File: src/design/rfl_pkg.sv
// ----------------------------------------------------------------------------
// rfl_pkg
// Shared types and codes for the ring fifo with loop read.
// ----------------------------------------------------------------------------
package rfl_pkg;

   // default configuration
   localparam int CAPACITY_DEF  = 15;
   localparam int ELEM_BITS_DEF = 32;

   // request modes
   localparam logic [1:0] MODE_PUSH = 2'd0;
   localparam logic [1:0] MODE_PEEK = 2'd1;
   localparam logic [1:0] MODE_POP  = 2'd2;

   // response status codes
   localparam logic [1:0] STATUS_OK    = 2'd0;
   localparam logic [1:0] STATUS_FULL  = 2'd1;
   localparam logic [1:0] STATUS_EMPTY = 2'd2;

   // request item
   typedef struct packed {
      logic [1:0]  mode;
      logic [31:0] write_data;
   } req_type;

   // response item
   typedef struct packed {
      logic [1:0]  status;
      logic [31:0] read_data;
      logic [3:0]  free_slots;
      logic        is_empty;
      logic        is_full;
   } rsp_type;

   // per-item outcome from the index unit
   typedef struct packed {
      logic [1:0] status;
      logic       do_read;
      logic       do_write;
      logic [3:0] free_slots;
      logic       is_empty;
      logic       is_full;
   } idx_info_type;

endpackage

File: src/design/ring_fifo_with_loop_read_core.sv
// ----------------------------------------------------------------------------
// ring_fifo_with_loop_read_core
// Ring fifo of CAPACITY+1 slots in a synchronous RAM, one slot kept free,
// with push, peek and pop requests and an optional early read wrap.
// ----------------------------------------------------------------------------
//   channel  direction  payload        handshake
//   req      in         req_type       req_valid / req_ready
//   rsp      out        rsp_type       rsp_valid / rsp_ready
//   csr      in         loop_read bit  csr_valid / csr_ready
//
// per item, the index update and RAM access happen in the accept cycle;
// the RAM read data is loaded into the response register in the lookup state.
// a stalled response holds the block in its lookup state; req_ready is low
// until the response register has been loaded.
// reset is synchronous and clears indexes, loop_read and all valids; the
// slot RAM is not cleared.
// ----------------------------------------------------------------------------
module ring_fifo_with_loop_read_core
   import rfl_pkg::*;
#(
   parameter int CAPACITY  = CAPACITY_DEF,
   parameter int ELEM_BITS = ELEM_BITS_DEF
) (
   input  logic    clock,
   input  logic    reset,
   input  logic    req_valid,
   output logic    req_ready,
   input  req_type req_data,
   output logic    rsp_valid,
   input  logic    rsp_ready,
   output rsp_type rsp_data,
   input  logic    csr_valid,
   output logic    csr_ready,
   input  logic    csr_wdata
);

   localparam int IW = $clog2(CAPACITY + 1);

   localparam logic ST_IDLE   = 1'b0;
   localparam logic ST_LOOKUP = 1'b1;

   logic           state_ff, state_in;
   logic           req_fire;
   logic           load_rsp;
   logic [IW-1:0]  wr_idx, rd_idx;
   idx_info_type   info;
   idx_info_type   info_ff;
   logic [ELEM_BITS-1:0] rd_elem;
   rsp_type        rsp_ff, rsp_in;
   logic           rsp_valid_ff, rsp_valid_in;

   assign req_ready = (state_ff == ST_IDLE);
   assign req_fire  = req_valid && req_ready;
   assign csr_ready = 1'b1;
   assign load_rsp  = (state_ff == ST_LOOKUP) && (!rsp_valid_ff || rsp_ready);

   // index unit
   rfl_idx #(
      .CAPACITY (CAPACITY)
   ) u_idx (
      .clock     (clock),
      .reset     (reset),
      .step      (req_fire),
      .mode      (req_data.mode),
      .loop_wr   (csr_valid),
      .loop_data (csr_wdata),
      .wr_idx    (wr_idx),
      .rd_idx    (rd_idx),
      .info      (info)
   );

   // slot storage
   rfl_ram #(
      .WIDTH (ELEM_BITS),
      .DEPTH (CAPACITY + 1)
   ) u_slots (
      .clock   (clock),
      .wr_en   (req_fire && info.do_write),
      .wr_addr (wr_idx),
      .wr_data (ELEM_BITS'(req_data.write_data)),
      .rd_en   (req_fire && info.do_read),
      .rd_addr (rd_idx),
      .rd_data (rd_elem)
   );

   // sequencing
   always_comb begin
      state_in = state_ff;
      case (state_ff)
         ST_IDLE:   if (req_fire) state_in = ST_LOOKUP;
         ST_LOOKUP: if (load_rsp) state_in = ST_IDLE;
         default:   state_in = ST_IDLE;
      endcase
   end

   // response assembly
   always_comb begin
      rsp_in.status     = info_ff.status;
      rsp_in.read_data  = info_ff.do_read ? 32'(rd_elem) : '0;
      rsp_in.free_slots = info_ff.free_slots;
      rsp_in.is_empty   = info_ff.is_empty;
      rsp_in.is_full    = info_ff.is_full;
      if (load_rsp) begin
         rsp_valid_in = 1'b1;
      end else if (rsp_ready) begin
         rsp_valid_in = 1'b0;
      end else begin
         rsp_valid_in = rsp_valid_ff;
      end
   end

   // control registers
   always_ff @(posedge clock) begin
      if (reset) begin
         state_ff     <= ST_IDLE;
         rsp_valid_ff <= 1'b0;
      end else begin
         state_ff     <= state_in;
         rsp_valid_ff <= rsp_valid_in;
      end
   end

   // payload registers
   always_ff @(posedge clock) begin
      if (req_fire) begin
         info_ff <= info;
      end
      if (load_rsp) begin
         rsp_ff <= rsp_in;
      end
   end

   assign rsp_valid = rsp_valid_ff;
   assign rsp_data  = rsp_ff;

endmodule

File: src/design/rfl_ram.sv
// ----------------------------------------------------------------------------
// rfl_ram
// Generic single-port-write, single-port-read RAM with registered read data.
// ----------------------------------------------------------------------------
module rfl_ram #(
   parameter int WIDTH = 32,
   parameter int DEPTH = 16,
   localparam int AW   = (DEPTH > 1) ? $clog2(DEPTH) : 1
) (
   input  logic             clock,
   input  logic             wr_en,
   input  logic [AW-1:0]    wr_addr,
   input  logic [WIDTH-1:0] wr_data,
   input  logic             rd_en,
   input  logic [AW-1:0]    rd_addr,
   output logic [WIDTH-1:0] rd_data
);

   logic [WIDTH-1:0] mem_ff [DEPTH];
   logic [WIDTH-1:0] rd_data_ff;

   // write port
   always_ff @(posedge clock) begin
      if (wr_en) begin
         mem_ff[wr_addr] <= wr_data;
      end
   end

   // registered read port
   always_ff @(posedge clock) begin
      if (rd_en) begin
         rd_data_ff <= mem_ff[rd_addr];
      end
   end

   assign rd_data = rd_data_ff;

endmodule

File: src/design/rfl_idx.sv
// ----------------------------------------------------------------------------
// rfl_idx
// Write and read index registers, loop-read register, full and empty checks
// and the post-step free count.
// ----------------------------------------------------------------------------
module rfl_idx
   import rfl_pkg::*;
#(
   parameter int CAPACITY = CAPACITY_DEF,
   localparam int IW      = $clog2(CAPACITY + 1)
) (
   input  logic          clock,
   input  logic          reset,
   input  logic          step,
   input  logic [1:0]    mode,
   input  logic          loop_wr,
   input  logic          loop_data,
   output logic [IW-1:0] wr_idx,
   output logic [IW-1:0] rd_idx,
   output idx_info_type  info
);

   localparam int FW = (IW + 1 > 4) ? IW + 1 : 4;
   localparam logic [IW:0] SLOTS = (IW + 1)'(CAPACITY + 1);
   localparam logic [IW:0] CAP   = (IW + 1)'(CAPACITY);

   logic [IW-1:0] wr_idx_ff, wr_idx_in;
   logic [IW-1:0] rd_idx_ff, rd_idx_in;
   logic          loop_ff;

   logic [IW:0]   wr_inc, rd_inc, rd_mod1, rd_mod2;
   logic [IW-1:0] wr_next, rd_next;
   logic          full, empty;
   logic [IW:0]   diff, diff_mod;
   logic [FW-1:0] free_ext;

   // next index candidates
   always_comb begin
      wr_inc  = (IW + 1)'(wr_idx_ff) + (IW + 1)'(1);
      wr_next = (wr_inc >= SLOTS) ? '0 : wr_inc[IW-1:0];
      rd_inc  = (IW + 1)'(rd_idx_ff) + (IW + 1)'(1);
      // loop mode wraps modulo capacity; two steps cover capacity of one
      rd_mod1 = (rd_inc >= CAP) ? rd_inc - CAP : rd_inc;
      rd_mod2 = (rd_mod1 >= CAP) ? rd_mod1 - CAP : rd_mod1;
      if (loop_ff) begin
         rd_next = rd_mod2[IW-1:0];
      end else begin
         rd_next = (rd_inc >= SLOTS) ? '0 : rd_inc[IW-1:0];
      end
      full  = (wr_next == rd_idx_ff);
      empty = (wr_idx_ff == rd_idx_ff);
   end

   // outcome of the current mode
   always_comb begin
      wr_idx_in     = wr_idx_ff;
      rd_idx_in     = rd_idx_ff;
      info.status   = STATUS_OK;
      info.do_read  = 1'b0;
      info.do_write = 1'b0;
      case (mode)
         MODE_PUSH: begin
            if (full) begin
               info.status = STATUS_FULL;
            end else begin
               info.do_write = 1'b1;
               wr_idx_in     = wr_next;
            end
         end
         MODE_PEEK, MODE_POP: begin
            if (empty) begin
               info.status = STATUS_EMPTY;
            end else begin
               info.do_read = 1'b1;
               if (mode == MODE_POP) begin
                  rd_idx_in = rd_next;
               end
            end
         end
         default: begin
         end
      endcase

      // free count after the step
      diff          = (IW + 1)'(rd_idx_in) + SLOTS - (IW + 1)'(wr_idx_in) - (IW + 1)'(1);
      diff_mod      = (diff >= SLOTS) ? diff - SLOTS : diff;
      free_ext      = FW'(diff_mod);
      info.free_slots = free_ext[3:0];
      info.is_full  = (diff_mod == '0);
      info.is_empty = (wr_idx_in == rd_idx_in);
   end

   // index and mode registers
   always_ff @(posedge clock) begin
      if (reset) begin
         wr_idx_ff <= '0;
         rd_idx_ff <= '0;
         loop_ff   <= 1'b0;
      end else begin
         if (step) begin
            wr_idx_ff <= wr_idx_in;
            rd_idx_ff <= rd_idx_in;
         end
         if (loop_wr) begin
            loop_ff <= loop_data;
         end
      end
   end

   assign wr_idx = wr_idx_ff;
   assign rd_idx = rd_idx_ff;

endmodule
File: config.mk
export PLATFORM = sky130hd
export DESIGN_NAME = ring_fifo_with_loop_read_core
export DESIGN_NICKNAME = d
export VERILOG_FILES = /design/src/design/rfl_pkg.sv /design/src/design/ring_fifo_with_loop_read_core.sv /design/src/design/rfl_ram.sv /design/src/design/rfl_idx.sv
export SDC_FILE = /design/constraint.sdc
export NUM_CORES = 1
export LEC_CHECK = 0
export BUFFER_PORTS_ARGS = -buffer_cell sky130_fd_sc_hd__buf_4
export CORE_ASPECT_RATIO = 1.1
export CORE_MARGIN = 2
export CORE_UTILIZATION = 61
export DETAILED_ROUTE_END_ITERATION = 7
export HOLD_SLACK_MARGIN = 0.08
export PLACE_DENSITY = 0.9
export SLEW_MARGIN = 20
export SYNTH_ARGS = -nofsm -noshare
export SYNTH_HDL_FRONTEND = slang
export SYNTH_SLANG_ARGS = --single-unit
File: constraint.sdc
create_clock -name clock -period 5.2 [get_ports clock]
set_input_delay 1.3 -clock clock [delete_from_list [all_inputs] [get_ports clock]]
set_output_delay 1.3 -clock clock [all_outputs]
set_load 0.02 [all_outputs]
==> reports/results.txt, run 1 <==
Clock Skew: 0.0167 ns
CTS tree: built
Dominant synthesized flop cell: edfxtp_1
Outcome: finished clean
Iteration-0 DRC Markers: 1,729
Placed Cells incl. Taps: 1,622
Hold-fix buffers, CTS: 0
Final net count: 1,236
Worst-margin pin slew: 0.967 ns
Area share of the largest cell type after synthesis: 75.7%
CP max-delay cell: dfxtp_4
Final core utilization: 70.5%
First-pass GRT wire length: 80,300 um
Number of setup violations in the final report: 0
Starting Density: 61.7%
Number of distinct library cells after synthesis: 66
Place WS: 0.351 ns
Mapped Cells: 1,058
Crit Path Category: register to register
Ys Warns: 0
Number of top-level pins: 83
Via density: 6.81
PwrDens: 376 nW/um^2
Fin. Hold Viols: 0
Gpl congestion: 0.827
Worst IR drop on VDD: 0.254 mV
Clk buf depth: 3
Global route overflow: 0
DIE AREA: 40,100 sq um
Fill count: 2,099
Slew headroom: 35.5%
Share of cells above drive strength 1: 32.5%
Area added between synthesis and finish: 14.2%
CP Launch Type: register
FF/Latch Area: 18,000 sq um
Num Clock Sinks: 604
Seq/Total Area, Yosys: 76.7%
Clk slew on worst S/H paths: 0.06 ns
Crit path cell chain: ha_1, buf_4, nand2b_1, o21ai_0, a22oi_1, nor2_1, ha_2, or3b_4, o21ai_1, a22oi_2, a21o_1, a41oi_1, a31oi_1, ha_1, a21o_1, a21oi_1, xor3_2, nor4_2
PnR worst setup slack: 0.194 ns
RSZ-0062 raised after global routing: no
FF+latch count, synth: 604
Synth async-reset ratio: 0%
Area leader, netlist: edfxtp_1
Synth Cell Area: 23,500 sq um
Detailed Place HPWL: 28,300 um
Root Driver: clkbuf_16
Synth cell count leaders: edfxtp_1 (593), mux4_2 (160), nor2_1 (39), and2_1 (35), clkbuf_1 (23)
Mapped Avg Cell Area: 22.2 sq um
Worst EP required: 5.62 ns
Most frequent cell after synthesis: edfxtp_1
Setup TNS Final: 0 ns
WL per Instance: 32.0 um
Syn nets: 1,113
Clk_lat worst skew: 0.60 ns
Worst Setup End Kind: register
Worst R2R Start: u_idx.rd_idx[1]
Number of antenna violations at the first check in global routing: 3
Max Slew Vio Count: 0
Largest net degree at the start of global routing: 115
Antenna viol nets, final: 0
PortBufs: 81
Number of flops mapped to enable cells by yosys: 593
H-tree Lvls: 2
Core Region: 38,100 sq um
Overall global routing resource usage: 28.3%
Top cells by area, synth: edfxtp_1 (76%), mux4_2 (15%), dfxtp_1 (0.94%)
Routed via count: 11,800
Fin crit share: 96.3%
CP arrival: 5.42 ns
F_max: 200 MHz
Vias in the first global route: 12,100
Maxcap violations: 0
Pre-Repair DR Iteration Count: 6
Leakage: 8.49 nW
DR DRC count: 0
R2R setup slack: 0.19 ns
Die width: 191 um
Crit. Startpoint: u_idx.rd_idx[1]
Drt total wl: 55,400 um
Post-Layout Cell Count: 1,728
Max incr delay on CP: 0.44 ns
Worst hold path type: register to register
Crit-path max FO: 23
# rows: 75
Multi-input gate area: 5260 sq um
Final min period: 5.01 ns
Die Y: 210 um
Total CTS buffers: 56
Hold path startpoint: info_ff[5]
logic make-up (layout without fill, tap and decap cells):
group                      count (synthesis)  in the layout  synth area share (%)
AOI/OAI and AO/OA                         64             64                  2.06
xor gates and xnor gates                  13             13                 0.612
adders and majority gates                 15             15                 0.830
buffers and inverters                     74            242                  1.54
DFF                                      604            604                  76.7
muxes                                    167            167                  15.6
other                                      1              3                0.0159
and+or+nand+nor                          120            120                  2.67
state kept, by name, summed over array words and instances (netlist names):
signal,flops
info_ff,9
rsp_valid,1
u_idx.loop_ff,1
state_ff,1
rsp_data,40
u_idx.wr_idx,4
u_idx.rd_idx,4
u_slots.mem_ff,512
u_slots.rd_data,32
cell usage in the layout (no fill, tap or decap), types with 11 or more instances in the layout:
cell / synthesis / layout
and2_1: 35 / 34
ha_1: 14 / 13
nor2_1: 39 / 27
a21oi_1: 12 / 11
clkbuf_16: 0 / 58
buf_4: 4 / 116
edfxtp_1: 593 / 593
nand2_1: 13 / 13
mux4_2: 160 / 160
nor2_4: 0 / 12
inv_1: 19 / 19
clkinv_1: 0 / 15
area by class of cell:
type                            count  share of cell area [%]
Antenna cell                        2                  0.0186
Clock buffer                       66                    5.52
Clock inverter                     37                    1.64
Inverter                           20                   0.280
Multi-Input combinational cell    380                    19.6
Sequential cell                   604                    67.2
Tap cell                          500                    2.33
Timing Repair Buffer              119                    3.49
worst max-delay path, delay by kind of cell, from the launching register on:
family | cells | cell delay, ns
buffers and inverters | 1 | 0.19
XOR/XNOR | 1 | 0.38
adder cells (fa/ha/maj) | 3 | 0.90
flip-flops | 1 | 0.44
AO/OA/AOI/OAI | 9 | 1.95
AND/OR/NAND/NOR | 4 | 0.95
final timing paths:
kind,end,cells after the start
max,info_ff[0],18
min,rsp_data[5],0
max reg2reg,info_ff[0],18
min reg2reg,rsp_data[5],0
power breakdown:
part	internal (mW)	total (mW)	switching (mW)
Combinational	0.148	0.377	0.229
Clock	2.53	4.30	1.77
Sequential	5.40	5.43	0.0282
Total	8.08	10.1	2.03
stage by stage:
stage | power [mW] | cell area (sq um) | hold WS (ns)
3_3_place_gp | 5.87 | 24900 | 0.402
2_1_floorplan | 5.73 | 23500 | 0.400
3_5_place_dp | 5.89 | 24900 | 0.405
4_1_cts | 10.1 | 26800 | 0.423
5_1_grt | 10.3 | 26900 | 0.425
6_report | 10.1 | 26900 | 0.420
metal layers:
layer	GRT usage [%]	routed length [um]
met5	0	36
met2	45.2	27900
met1	38.3	19700
met4	12.7	2280
met3	5.79	5410
timing repair:
action / CTS / global route
endpoints found under the setup margin: 0 / 2
gates resized for setup: 0 / 1
setup buffers: 0 / 0
Power figures use the tool's default switching activity.
==> run 2, diff against run 1 <==
REMOVE_ABC_BUFFERS = 1   (was unset)
==> run 2 against run 1 <==
Register-to-register slack better by 0.30 ns. Final area down 1.1%. Power down 5.1%. Cell count down 0.58%. First-iteration DRC count down 12%. Hold slack worse by 0.0027 ns. Critical path depth unchanged.
==> reports/results.txt, run 2 (synthesized netlist as in run 1, its figures left out) <==
WL per Instance: 32.2 um (+0.63%)
Starting Density: 61.7% (unchanged)
Post-CTS setup buffers: 0 (unchanged)
Area added between synthesis and finish: 13.0%
Detailed Place HPWL: 26,400 um (-6.6%)
Global route overflow: 0 (unchanged)
PnR worst setup slack: 0.498 ns (+0.303 ns)
Total CTS buffers: 55 (-1.8%)
Max reg flops: 512 (unchanged)
# rows: 75 (unchanged)
Via density: 6.81 (about the same)
Clk buf depth: 3 (unchanged)
Number of antenna violations at the first check in global routing: 2 (-1)
CP arrival: 5.12 ns (-0.30 ns)
Routed via count: 11,700 (-0.58%)
Leakage: 8.32 nW (-2.0%)
PortBufs: 81 (unchanged)
Worst IR drop on VDD: 0.226 mV (-11%)
Fin. Hold Viols: 0 (unchanged)
Final net count: 1,229 (-0.57%)
Setup TNS Final: 0 ns (unchanged)
Largest Register: u_slots.mem_ff
Drt total wl: 55,400 um (about the same)
Post-CTS sizing: 0 (unchanged)
Crit-path max FO: 20 (-13%)
Outcome: finished clean
Num Clock Sinks: 604 (unchanged)
Core Region: 38,100 sq um (unchanged)
Clk_lat worst skew: 0.59 ns (about the same)
Slew headroom: 34.8% (-0.69 points)
DR DRC count: 0 (unchanged)
First-pass GRT wire length: 80,800 um (+0.58%)
Post-Layout Cell Count: 1,718 (-0.58%)
Root Driver: clkbuf_16
Worst EP required: 5.62 ns (about the same)
Clock Skew: 0.0195 ns (+0.00284 ns)
PwrDens: 361 nW/um^2 (-4.1%)
Maxcap violations: 0 (unchanged)
H-tree Lvls: 2 (unchanged)
RSZ-0062 raised after global routing: no
Vias in the first global route: 12,100 (+0.075%)
Most common cell after layout, fill and taps aside: edfxtp_1
Hold-fix buffers, CTS: 0 (unchanged)
Largest net degree at the start of global routing: 129 (+12%)
Pre-Repair DR Iteration Count: 7 (+1)
Die width: 191 um (unchanged)
Worst hold path type: register to register
F_max: 213 MHz (+6.5%)
Power Total: 9.59 mW (-5.1%)
Finished Cell Area: 26,600 sq um (-1.1%)
Die Y: 210 um (unchanged)
DIE AREA: 40,100 sq um (unchanged)
Final min period: 4.70 ns (-0.303 ns)
Number of setup violations in the final report: 0 (unchanged)
Placed Cells incl. Taps: 1,615 (-0.43%)
Number of top-level pins: 83 (unchanged)
Worst-margin pin slew: 0.978 ns (+0.0104 ns)
Gpl congestion: 0.819 (-1.0%)
Crit Path Category: register to register
Antenna viol nets, final: 0 (unchanged)
Commonest cells after routing, fill and taps aside: edfxtp_1 (593), mux4_2 (160), buf_4 (106), clkbuf_16 (55), and2_1 (34)
Place WS: 0.533 ns (+0.182 ns)
Overall global routing resource usage: 28.4% (+0.16 points)
Iteration-0 DRC Markers: 1,515 (-12%)
Post-DP Area: 24,900 sq um (about the same)
Clk slew on worst S/H paths: 0.07 ns (about the same)
Worst Setup End Kind: register
Share of cells above drive strength 1: 31.3% (-1.3 points)
CTS tree: built
Max Slew Vio Count: 0 (unchanged)
CP Launch Type: register
Fin crit share: 90.4% (-5.8 points)
run 2: final timing paths:
kind,cells past startpoint,to,slack (ns),start
hold / removal,0,rsp_data[4],0.42,info_ff[4]
setup / recovery,18,info_ff[0],0.50,u_idx.rd_idx[0]
setup reg to reg,18,info_ff[0],0.50,u_idx.rd_idx[0]
hold reg to reg,0,rsp_data[4],0.42,info_ff[4]
run 2: cell type report:
class                      instances  area [sq um]
inverter                          20          75.1
clock buffer                      79          1470
timing repair buffer             113           951
tap                              500           626
antenna                            2          5.00
multi-input combinational        380          5260
sequential                       604         18000
clock inverter                    20           156
fill                            2125         11500
run 2: through the flow:
stage                     util [%]  hold WS, ns
after global placement        65.3        0.405
after CTS                     69.6        0.419
after detailed placement      65.3        0.405
after floorplan                  -        0.400
final                         69.7        0.418
after global routing          69.7        0.431
run 2: power breakdown:
group	switching (mW)	total (mW)	internal, mW
registers	0.0245	5.43	5.40
logic	0.228	0.377	0.150
clock network	1.73	3.78	2.06
run 2: metal layers:
metal  up-vias  track usage, %  wire length (um)
met5         -               0                 0
met4         0            10.6              1880
met3       148            6.04              5330
met2       813            46.5             28000
met1      6112            38.3             20200
li1       4634               -                 -
run 2: worst max-delay path, stage by stage (launching register included):
cell,delay [ns]
dfxtp_4,0.49
ha_1,0.38
buf_4,0.24
nand2b_1,0.08
o21ai_0,0.08
a22oi_1,0.11
nor2_1,0.12
ha_2,0.35
or3b_4,0.43
o21ai_1,0.16
a22oi_2,0.14
a21o_1,0.22
a41oi_1,0.35
a31oi_1,0.14
ha_1,0.34
a21o_1,0.20
a21oi_1,0.19
xor3_2,0.38
nor4_2,0.13
